File: src/rtl/dsa_pkg.sv
// ----------------------------------------------------------------------------
// dsa_pkg
// Shared widths, types and the search result struct of the slot allocator.
// ----------------------------------------------------------------------------
package dsa_pkg;

  localparam int unsigned WORD_W     = 32;
  localparam int unsigned SEL_W      = 5;
  localparam int unsigned PRICE_W    = 32;
  localparam int unsigned DEADLINE_W = 32;
  localparam int unsigned SLOT_W     = 10;
  localparam int unsigned PROFIT_W   = 52;

  typedef logic [WORD_W-1:0]     word_t;
  typedef logic [SEL_W-1:0]      sel_t;
  typedef logic [PRICE_W-1:0]    price_t;
  typedef logic [DEADLINE_W-1:0] deadline_t;
  typedef logic [SLOT_W-1:0]     slot_t;
  typedef logic [PROFIT_W-1:0]   profit_t;

  typedef struct packed {
    logic found;
    sel_t idx;
  } find_t;

endpackage

File: src/rtl/dsa_if.sv
// ----------------------------------------------------------------------------
// dsa_if
// Job and result channels of the slot allocator, valid/ready handshake.
// ----------------------------------------------------------------------------
interface dsa_job_if;
  import dsa_pkg::*;

  logic      valid;
  logic      ready;
  price_t    price;
  deadline_t deadline;

  modport source (output valid, output price, output deadline, input ready);
  modport sink   (input valid, input price, input deadline, output ready);
endinterface

interface dsa_res_if;
  import dsa_pkg::*;

  logic    valid;
  logic    ready;
  logic    accepted;
  slot_t   slot;
  profit_t total;

  modport source (output valid, output accepted, output slot, output total,
                  input ready);
  modport sink   (input valid, input accepted, input slot, input total,
                  output ready);
endinterface

File: src/rtl/dsa_ram.sv
// ----------------------------------------------------------------------------
// dsa_ram
// Generic single-write, single-read RAM with registered read data.
// ----------------------------------------------------------------------------
module dsa_ram #(
  parameter int unsigned WIDTH = 32,
  parameter int unsigned DEPTH = 32
) (
  input  logic                     clk_i,
  input  logic                     we_i,
  input  logic [$clog2(DEPTH)-1:0] waddr_i,
  input  logic [WIDTH-1:0]         wdata_i,
  input  logic [$clog2(DEPTH)-1:0] raddr_i,
  output logic [WIDTH-1:0]         rdata_o
);

  logic [WIDTH-1:0] mem_q [DEPTH];

  always_ff @(posedge clk_i) begin
    if (we_i) begin
      mem_q[waddr_i] <= wdata_i;
    end
    rdata_o <= mem_q[raddr_i];
  end

endmodule

File: src/rtl/dsa_find.sv
// ----------------------------------------------------------------------------
// dsa_find
// Highest free bit of an occupancy word below a limit position, or at it when incl_i is set.
// ----------------------------------------------------------------------------
module dsa_find (
  input  dsa_pkg::word_t free_i,
  input  dsa_pkg::sel_t  limit_i,
  input  logic           incl_i,
  output dsa_pkg::find_t hit_o
);
  import dsa_pkg::*;

  always_comb begin
    hit_o = '0;
    for (int i = 0; i < WORD_W; i++) begin
      if (free_i[i] && ((SEL_W'(i) < limit_i) || (incl_i && (SEL_W'(i) == limit_i)))) begin
        hit_o.found = 1'b1;
        hit_o.idx   = SEL_W'(i);
      end
    end
  end

endmodule

File: src/rtl/deadline_slot_allocator_core.sv
// ----------------------------------------------------------------------------
// deadline_slot_allocator_core
// Greedy job sequencer: each job takes the latest free slot at or before its
// deadline (clipped to SLOTS, deadline zero rejected) and adds its price to
// the running profit. Occupancy lives in a tree of 32-bit words, one RAM per
// level; a set bit above the leaves marks a full subtree. A job reads all
// ancestor words of its deadline slot at once, finds the lowest level with a
// free position below the path, descends one level per cycle, then writes the
// whole path back at once. A rejected job passes S_LOAD, S_SEARCH and S_DONE;
// an accepted one descends in S_DESC from level k to the leaves, k being the
// level where the free subtree was found (0 to ceil(log2(SLOTS)/5) - 1), and
// then passes S_UPDATE and S_DONE. A result waiting at the output holds the
// next job in its last state until that result beat is taken. After reset the
// block clears the RAMs in S_CLEAR before taking jobs.
// ----------------------------------------------------------------------------
module deadline_slot_allocator_core #(
  parameter int unsigned SLOTS = 1024
) (
  input  logic           clk_i,
  input  logic           rst_ni,
  dsa_job_if.sink        job_i,
  dsa_res_if.source      res_o
);
  import dsa_pkg::*;

  localparam int unsigned IDX_W  = $clog2(SLOTS);
  localparam int unsigned LEVELS = (IDX_W + SEL_W - 1) / SEL_W;
  localparam int unsigned PW     = LEVELS * SEL_W;
  localparam int unsigned AW0    = (IDX_W > SEL_W + 1) ? IDX_W - SEL_W : 1;
  localparam int unsigned LVL_W  = (LEVELS > 1) ? $clog2(LEVELS) : 1;

  typedef enum logic [2:0] {
    S_CLEAR,
    S_IDLE,
    S_LOAD,
    S_SEARCH,
    S_DESC,
    S_UPDATE,
    S_DONE
  } state_e;

  state_e           state_q, state_d;
  logic [LVL_W-1:0] lvl_q, lvl_d;
  logic [PW-1:0]    pos_q, pos_d;
  logic [AW0-1:0]   clr_q, clr_d;
  logic             zero_q, zero_d;
  logic             acc_q, acc_d;
  price_t           price_q, price_d;
  profit_t          profit_q, profit_d;
  logic             out_valid_q, out_valid_d;
  logic             out_acc_q, out_acc_d;
  slot_t            out_slot_q, out_slot_d;
  profit_t          out_total_q, out_total_d;

  word_t            rdata [LEVELS];
  word_t            path_q [LEVELS];
  word_t            wword [LEVELS];
  logic             full [LEVELS];
  find_t            hit [LEVELS];
  logic [PW-1:0]    rd_idx;
  logic             wr_en;
  logic             desc;
  logic             search_hit;
  logic [LVL_W-1:0] hit_lvl;
  logic [LVL_W-1:0] cur_lvl;
  sel_t             sel_idx;
  deadline_t        clip;
  deadline_t        top;
  slot_t            pos_slot;

  assign desc = (state_q == S_DESC);

  for (genvar k = 0; k < LEVELS; k++) begin : g_lvl
    localparam int unsigned AWK = (IDX_W > SEL_W * (k + 1) + 1) ? IDX_W - SEL_W * (k + 1) : 1;

    logic [PW-1:0]  rd_shift;
    logic [PW-1:0]  wr_shift;
    logic [AWK-1:0] waddr;
    word_t          wdata;

    assign rd_shift = rd_idx >> (SEL_W * (k + 1));
    assign wr_shift = pos_q >> (SEL_W * (k + 1));
    assign waddr    = (state_q == S_CLEAR) ? clr_q[AWK-1:0] : wr_shift[AWK-1:0];
    assign wdata    = (state_q == S_CLEAR) ? '0 : wword[k];

    if (k == 0) begin : g_leaf
      assign wword[k] = path_q[k] | (word_t'(1) << pos_q[SEL_W-1:0]);
    end else begin : g_node
      assign wword[k] = path_q[k] |
                        (full[k-1] ? (word_t'(1) << pos_q[SEL_W*k +: SEL_W]) : '0);
    end
    assign full[k] = &wword[k];

    dsa_ram #(
      .WIDTH (WORD_W),
      .DEPTH (2 ** AWK)
    ) u_ram (
      .clk_i   (clk_i),
      .we_i    (wr_en),
      .waddr_i (waddr),
      .wdata_i (wdata),
      .raddr_i (rd_shift[AWK-1:0]),
      .rdata_o (rdata[k])
    );

    dsa_find u_find (
      .free_i  (~rdata[k]),
      .limit_i (desc ? '1 : pos_q[SEL_W*k +: SEL_W]),
      .incl_i  (desc || (k == 0)),
      .hit_o   (hit[k])
    );
  end

  for (genvar b = 0; b < SLOT_W; b++) begin : g_slot
    if (b < PW) begin : g_bit
      assign pos_slot[b] = pos_q[b];
    end else begin : g_pad
      assign pos_slot[b] = 1'b0;
    end
  end

  always_comb begin
    search_hit = 1'b0;
    hit_lvl    = '0;
    for (int j = LEVELS - 1; j >= 0; j--) begin
      if (hit[j].found) begin
        search_hit = 1'b1;
        hit_lvl    = LVL_W'(j);
      end
    end
  end

  assign cur_lvl = desc ? lvl_q : hit_lvl;
  assign sel_idx = hit[cur_lvl].idx;
  assign clip    = (job_i.deadline > DEADLINE_W'(SLOTS)) ? DEADLINE_W'(SLOTS) : job_i.deadline;
  assign top     = clip - DEADLINE_W'(1);

  assign job_i.ready    = (state_q == S_IDLE);
  assign res_o.valid    = out_valid_q;
  assign res_o.accepted = out_acc_q;
  assign res_o.slot     = out_slot_q;
  assign res_o.total    = out_total_q;

  always_comb begin
    state_d     = state_q;
    lvl_d       = lvl_q;
    pos_d       = pos_q;
    clr_d       = clr_q;
    zero_d      = zero_q;
    acc_d       = acc_q;
    price_d     = price_q;
    profit_d    = profit_q;
    out_valid_d = out_valid_q;
    out_acc_d   = out_acc_q;
    out_slot_d  = out_slot_q;
    out_total_d = out_total_q;
    rd_idx      = pos_q;
    wr_en       = 1'b0;

    if (out_valid_q && res_o.ready) begin
      out_valid_d = 1'b0;
    end

    unique case (state_q)
      S_CLEAR: begin
        wr_en = 1'b1;
        clr_d = clr_q + AW0'(1);
        if (&clr_q) begin
          state_d = S_IDLE;
        end
      end
      S_IDLE: begin
        if (job_i.valid) begin
          price_d = job_i.price;
          zero_d  = (job_i.deadline == '0);
          pos_d   = top[PW-1:0];
          state_d = S_LOAD;
        end
      end
      S_LOAD: begin
        state_d = S_SEARCH;
      end
      S_SEARCH, S_DESC: begin
        if (!desc && (zero_q || !search_hit)) begin
          acc_d   = 1'b0;
          state_d = S_DONE;
        end else begin
          for (int j = 0; j < LEVELS; j++) begin
            if (cur_lvl == LVL_W'(j)) begin
              pos_d[SEL_W*j +: SEL_W] = sel_idx;
            end
          end
          if (cur_lvl == '0) begin
            state_d = S_UPDATE;
          end else begin
            lvl_d   = cur_lvl - LVL_W'(1);
            rd_idx  = pos_d;
            state_d = S_DESC;
          end
        end
      end
      S_UPDATE: begin
        wr_en    = 1'b1;
        profit_d = profit_q + PROFIT_W'(price_q);
        acc_d    = 1'b1;
        state_d  = S_DONE;
      end
      S_DONE: begin
        if (!out_valid_q || res_o.ready) begin
          out_valid_d = 1'b1;
          out_acc_d   = acc_q;
          out_slot_d  = acc_q ? pos_slot : '0;
          out_total_d = profit_q;
          state_d     = S_IDLE;
        end
      end
      default: begin
        state_d = S_IDLE;
      end
    endcase
  end

  always_ff @(posedge clk_i or negedge rst_ni) begin
    if (!rst_ni) begin
      state_q     <= S_CLEAR;
      lvl_q       <= '0;
      clr_q       <= '0;
      zero_q      <= 1'b0;
      acc_q       <= 1'b0;
      profit_q    <= '0;
      out_valid_q <= 1'b0;
      out_acc_q   <= 1'b0;
      out_slot_q  <= '0;
      out_total_q <= '0;
    end else begin
      state_q     <= state_d;
      lvl_q       <= lvl_d;
      clr_q       <= clr_d;
      zero_q      <= zero_d;
      acc_q       <= acc_d;
      profit_q    <= profit_d;
      out_valid_q <= out_valid_d;
      out_acc_q   <= out_acc_d;
      out_slot_q  <= out_slot_d;
      out_total_q <= out_total_d;
    end
  end

  always_ff @(posedge clk_i) begin
    pos_q   <= pos_d;
    price_q <= price_d;
    for (int j = 0; j < LEVELS; j++) begin
      if ((state_q == S_SEARCH) || (desc && (lvl_q == LVL_W'(j)))) begin
        path_q[j] <= rdata[j];
      end
    end
  end

  a_no_write_idle: assert property (@(posedge clk_i) disable iff (!rst_ni)
    (state_q == S_IDLE) |-> !wr_en)
    else $error("occupancy write while idle");

  a_leaf_free: assert property (@(posedge clk_i) disable iff (!rst_ni)
    (state_q == S_UPDATE) |-> !path_q[0][pos_q[SEL_W-1:0]])
    else $error("allocating a slot that is already taken");

  a_desc_hit: assert property (@(posedge clk_i) disable iff (!rst_ni)
    desc |-> hit[lvl_q].found)
    else $error("descent into a full subtree");

  a_profit_hold: assert property (@(posedge clk_i) disable iff (!rst_ni)
    (state_q != S_UPDATE) |=> $stable(profit_q))
    else $error("profit changed outside update");

  a_out_from_done: assert property (@(posedge clk_i) disable iff (!rst_ni)
    $rose(out_valid_q) |-> $past(state_q == S_DONE))
    else $error("result beat without a finished job");

endmodule
File: src/flat_wrapper.sv
// flat-port wrapper written by rule: the top's interface ports become plain ports
module deadline_slot_allocator_core_flat import dsa_pkg::*;
#(
  parameter int unsigned SLOTS = 1024
)
  (clk_i, rst_ni, job_i_valid, job_i_price, job_i_deadline, job_i_ready, res_o_valid, res_o_accepted, res_o_slot, res_o_total, res_o_ready);
  dsa_job_if job_i_i ();
  dsa_res_if res_o_i ();
  input  logic clk_i;
  input  logic rst_ni;
  input wire logic [$bits(job_i_i.valid)-1:0] job_i_valid;
  input wire logic [$bits(job_i_i.price)-1:0] job_i_price;
  input wire logic [$bits(job_i_i.deadline)-1:0] job_i_deadline;
  output wire logic [$bits(job_i_i.ready)-1:0] job_i_ready;
  output wire logic [$bits(res_o_i.valid)-1:0] res_o_valid;
  output wire logic [$bits(res_o_i.accepted)-1:0] res_o_accepted;
  output wire logic [$bits(res_o_i.slot)-1:0] res_o_slot;
  output wire logic [$bits(res_o_i.total)-1:0] res_o_total;
  input wire logic [$bits(res_o_i.ready)-1:0] res_o_ready;
  assign job_i_i.valid = job_i_valid;
  assign job_i_i.price = job_i_price;
  assign job_i_i.deadline = job_i_deadline;
  assign job_i_ready = job_i_i.ready;
  assign res_o_valid = res_o_i.valid;
  assign res_o_accepted = res_o_i.accepted;
  assign res_o_slot = res_o_i.slot;
  assign res_o_total = res_o_i.total;
  assign res_o_i.ready = res_o_ready;
  deadline_slot_allocator_core #(.SLOTS(SLOTS)) u_core (.clk_i(clk_i), .rst_ni(rst_ni), .job_i(job_i_i), .res_o(res_o_i));
endmodule
File: config.mk
export PLATFORM = sky130hd
export DESIGN_NAME = deadline_slot_allocator_core_flat
export DESIGN_NICKNAME = d
export VERILOG_FILES = /design/src/rtl/dsa_pkg.sv /design/src/rtl/dsa_if.sv /design/src/rtl/dsa_ram.sv /design/src/rtl/dsa_find.sv /design/src/rtl/deadline_slot_allocator_core.sv /design/src/flat_wrapper.sv
export SDC_FILE = /design/constraint.sdc
export NUM_CORES = 2
export LEC_CHECK = 0
export BUFFER_PORTS_ARGS = -buffer_cell sky130_fd_sc_hd__buf_4
export CAP_MARGIN = 30
export CELL_PAD_IN_SITES_DETAIL_PLACEMENT = 1
export CELL_PAD_IN_SITES_GLOBAL_PLACEMENT = 1
export CORE_MARGIN = 2
export CORE_UTILIZATION = 48
export CTS_CLUSTER_DIAMETER = 60
export CTS_CLUSTER_SIZE = 40
export DETAILED_ROUTE_END_ITERATION = 10
export HOLD_SLACK_MARGIN = 0.02
export PLACE_DENSITY_LB_ADDON = 0.3
export SKIP_LAST_GASP = 1
export SYNTH_ARGS = -nofsm -noshare
export SYNTH_HDL_FRONTEND = slang
export SYNTH_HIERARCHICAL = 1
export SYNTH_SLANG_ARGS = --single-unit
File: constraint.sdc
create_clock -name clk_i -period 4.2 [get_ports clk_i]
set_input_delay 0.21 -clock clk_i [delete_from_list [all_inputs] [get_ports clk_i]]
set_output_delay 0.21 -clock clk_i [all_outputs]
set_load 0.005 [all_outputs]
==> metrics.md <==
| Metric | Value |
|---|---|
| Synth warn | 6 |
| LEAKAGE | 29.43 nW |
| Final period utilization | 1.149 |
| Hold endpoint | u_core/pos_q[8]$_DFFE_PP_ |
| Initial Utilization | 0.4851 |
| Area leader, netlist | edfxtp_1 |
| Cell Area, Synth | 58,280 sq um |
| Hold Vio Cnt, Final | 0 |
| Reg area | 40,310 sq um |
| Io pins | 133 |
| Final setup margin | -0.6261 ns |
| Max Freq | 0.2072 GHz |
| Count leader, synth | edfxtp_1 |
| Setup TNS | -14.78 ns |
| First-pass DRT Iterations | 6 |
| Post-synth ARST share | 0.09170 |
| Global-route wire length before repair | 276.2 mm |
| CTS clock-pin slew for the worst setup and hold paths | 0.08 ns |
| TritonCTS buffer count | 113 |
| Core Area | 120,100 sq um |
| Synth cell count leaders | edfxtp_1, mux2i_1, nand2_1, a21oi_1, nand3_1 |
| WL per Instance | 30.95 um |
| HP Class | primary input to flip-flop |
| Sequential fraction of the synthesis area | 0.6918 |
| GR Overflow Total | 0 |
| CP startpoint kind | flip-flop |
| Vias in the first global route | 41,340 |
| Number of flops mapped to enable cells by yosys | 1,194 |
| Antenna-violating nets left | 0 |
| Final setup fails | 33 |
| Area after DPL | 64,590 sq um |
| Dpl hpwl | 111.9 mm |
| Reg-to-Reg Start | u_core/state_q[0]$_DFFE_PN0P_ |
| Yosys top cell area share | 0.6152 |
| Max-Cap Viols | 0 |
| Worst skew pair latency | 0.77 ns |
| Synth Register Bits | 1,385 |
| Fill cells | 11,280 |
| Slew @ Worst Pin | 1.130 ns |
| Synth top area cells | edfxtp_1, mux2i_1, dfrtp_1, nand2_1, dfxtp_1 |
| Worst IR Drop VDD | 0.0004271 V |
| Die width | 352.4 um |
| Hold Startpoint | job_i_deadline[8] |
| Via Count | 40,060 |
| Cell Rows | 127 |
| Hold path cells | 5 |
| CP required | 4.82 ns |
| Largest net degree at the start of global routing | 96 |
| GPL Wtd Cong | 0.8795 |
| Initial antenna violation count | 5 |
| 1st-iter DRT viols | 4,613 |
| Final min period | 4.826 ns |
| Fin. max-slew vios | 0 |
| Final WL | 200.0 mm |
| Crit path kind | flip-flop to flip-flop |
| RSZ-0062 raised after global routing | yes |
| Worst-path fanout max | 8 |
| Post-Syn Instances | 4,080 |
| Clk sinks | 1,385 |
| Clock skew | 0.05143 ns |
| CTS Buffer Depth | 3 |
| Post-route DRC | 0 |
| R2R cell count | 26 |
| FF-to-FF End | u_core/g_lvl[0].u_ram/rdata_o[6]$_DFF_P_ |
| DIE HEIGHT | 352.4 um |
| Layout net count | 4,850 |
| Layout cells sized above 1 | 0.2546 |
| Pwr/cell area | 595.5 nW/um^2 |
| Max-slew headroom | 0.2452 |
| Unique masters post-synth | 98 |
| Die Area | 124,200 sq um |
| CTS tree | done |
| Multi-input logic area | 17,490 sq um |
| CP arrival | 5.45 ns |
| Htree depth | 3 |
| Worst setup EP type | flip-flop |
| Syn_area_per_cell | 14.28 sq um |
| Via-to-Cell Ratio | 6.198 |
| Main synth FF type | edfxtp_1 |
| Final instance area | 72,270 sq um |
| R2R setup slack | -0.63 ns |
| GRT Util Overall | 0.2985 |
| Status | complete, but fails checks |
| I/O Buffers | 132 |
| Clk root buf | clkbuf_16 |
| Total power | 0.04304 W |
| Failing checks | setup timing |
| CP Launch Point | u_core/state_q[0]$_DFFE_PN0P_ |
| Area Overhead vs Synth | 24.01% |
cell usage in the layout (no fill, tap or decap), types with 22 or more instances in the layout:
cell type	instances
nor3_1	36
clkbuf_16	128
buf_12	74
a31oi_1	32
mux2i_2	34
buf_4	548
a21oi_1	200
nor2_1	66
buf_8	28
ha_1	35
dlygate4sd3_1	47
a21o_1	30
xor2_1	32
edfxtp_1	1194
dfrtp_1	127
nor2_4	35
nand2_1	416
mux2_4	34
buf_16	26
inv_1	96
a22oi_1	96
o21ai_1	42
dfxtp_1	64
nor3_2	22
buf_6	46
a22o_1	70
o21ai_0	85
nand3_1	145
mux2i_1	475
through the flow:
| step | hold WS [ns] | util | setup WS, ns | cells |
|---|---|---|---|---|
| 2_1_floorplan | -0.08559 | - | 0.01910 | 4082 |
| 3_3_place_gp | 0.3567 | 0.5354 | -0.5382 | 6006 |
| 3_5_place_dp | 0.3579 | 0.5376 | -0.6670 | 6020 |
| 4_1_cts | 0.02680 | 0.5888 | -0.3054 | 6392 |
| 5_1_grt | 0.1053 | 0.6015 | -0.8190 | 6461 |
| 6_report | 0.1106 | 0.6016 | -0.6261 | 6464 |
final cells by class:
cell class	instances	share of cell area
antenna	6	0.0002078
clock buffer	123	0.04053
clock inverter	92	0.01496
inverter	97	0.005038
multi-input combinational	2367	0.2421
sequential	1385	0.5578
tap	1612	0.02791
timing repair buffer	782	0.1114
routing by layer:
metal / up-vias / wire length (um) / global-route usage
met5: - / 0 / 0
met4: 0 / 10720 / 0.1270
met3: 629 / 16710 / 0.05164
met2: 2115 / 96670 / 0.5010
met1: 20430 / 75930 / 0.3832
li1: 16890 / - / -
power breakdown:
part           leakage (nW)  total [W]  internal, W  switching (W)
sequential             13.0     0.0197       0.0187        0.00106
combinational          14.5     0.0118      0.00411        0.00773
clock                  1.92     0.0115      0.00561        0.00588
state kept, by name, indices dropped and copies added, names as in the netlist, named ones only:
name and flops:
u_core/acc_q 1, u_core/clr_q 5, u_core/g_lvl.u_ram/mem_q 1088, u_core/g_lvl.u_ram/rdata_o 64
u_core/lvl_q 1, u_core/path_q 64, u_core/pos_q 5, u_core/price_q 32
u_core/profit_q 52, u_core/res_o.accepted 1, u_core/res_o.slot 10, u_core/res_o.total 52
u_core/res_o.valid 1, u_core/state_q 3, u_core/zero_q 1
repair_timing:
action / CTS / global route
resized for setup: 135 / 159
hold buffers: 46 / 1
hold endpoints to repair: 139 / 2
pin swaps: 58 / 90
cloned: 17 / 14
setup endpoints to repair: 32 / 35
buffers inserted: 97 / 49
critical path: stages, from the launching register on:
cell	delay [ns]
dfrtp_1	0.37
nor2_2	0.06
nand2_2	0.12
nand2b_1	0.11
buf_4	0.19
maj3_2	0.29
o311ai_1	0.26
inv_1	0.15
a21oi_2	0.21
nand4_1	0.16
nand4b_1	0.32
nor2_2	0.22
nor3_4	0.06
a21oi_2	0.19
nor2_4	0.05
buf_12	0.14
buf_6	0.12
mux2_4	0.35
nor2b_4	0.19
buf_4	0.13
buf_6	0.09
buf_12	0.13
buf_6	0.12
a22o_1	0.17
nor3_2	0.07
a31oi_1	0.25
nand3_1	0.18
logic make-up after synthesis:
group / count (synthesis) / share of synthesized area
fa+ha+maj: 42 / 0.008974
xor+xnor: 51 / 0.007665
compound gates: 776 / 0.08931
other cells: 2 / 0.0001289
mux: 561 / 0.09915
flops: 1385 / 0.6918
simple gates: 931 / 0.07435
buf+inv: 332 / 0.02866
how the worst max path moves through the flow:
| stage | to | slack (ns) | depth (start not counted) |
|---|---|---|---|
| 2_1_floorplan | u_core/g_lvl[0].u_ram/rdata_o[25]$_DFF_P_ | 0.02 | 23 |
| 3_3_place_gp | u_core/g_lvl[0].u_ram/rdata_o[31]$_DFF_P_ | -0.54 | 21 |
| 3_5_place_dp | u_core/g_lvl[0].u_ram/rdata_o[12]$_DFF_P_ | -0.67 | 22 |
| 4_1_cts | u_core/g_lvl[0].u_ram/rdata_o[15]$_DFF_P_ | -0.31 | 24 |
| 5_1_grt | u_core/g_lvl[0].u_ram/rdata_o[23]$_DFF_P_ | -0.82 | 24 |
| 6_report | u_core/g_lvl[0].u_ram/rdata_o[6]$_DFF_P_ | -0.63 | 26 |
Note: power is estimated with default switching activity, not from simulation.
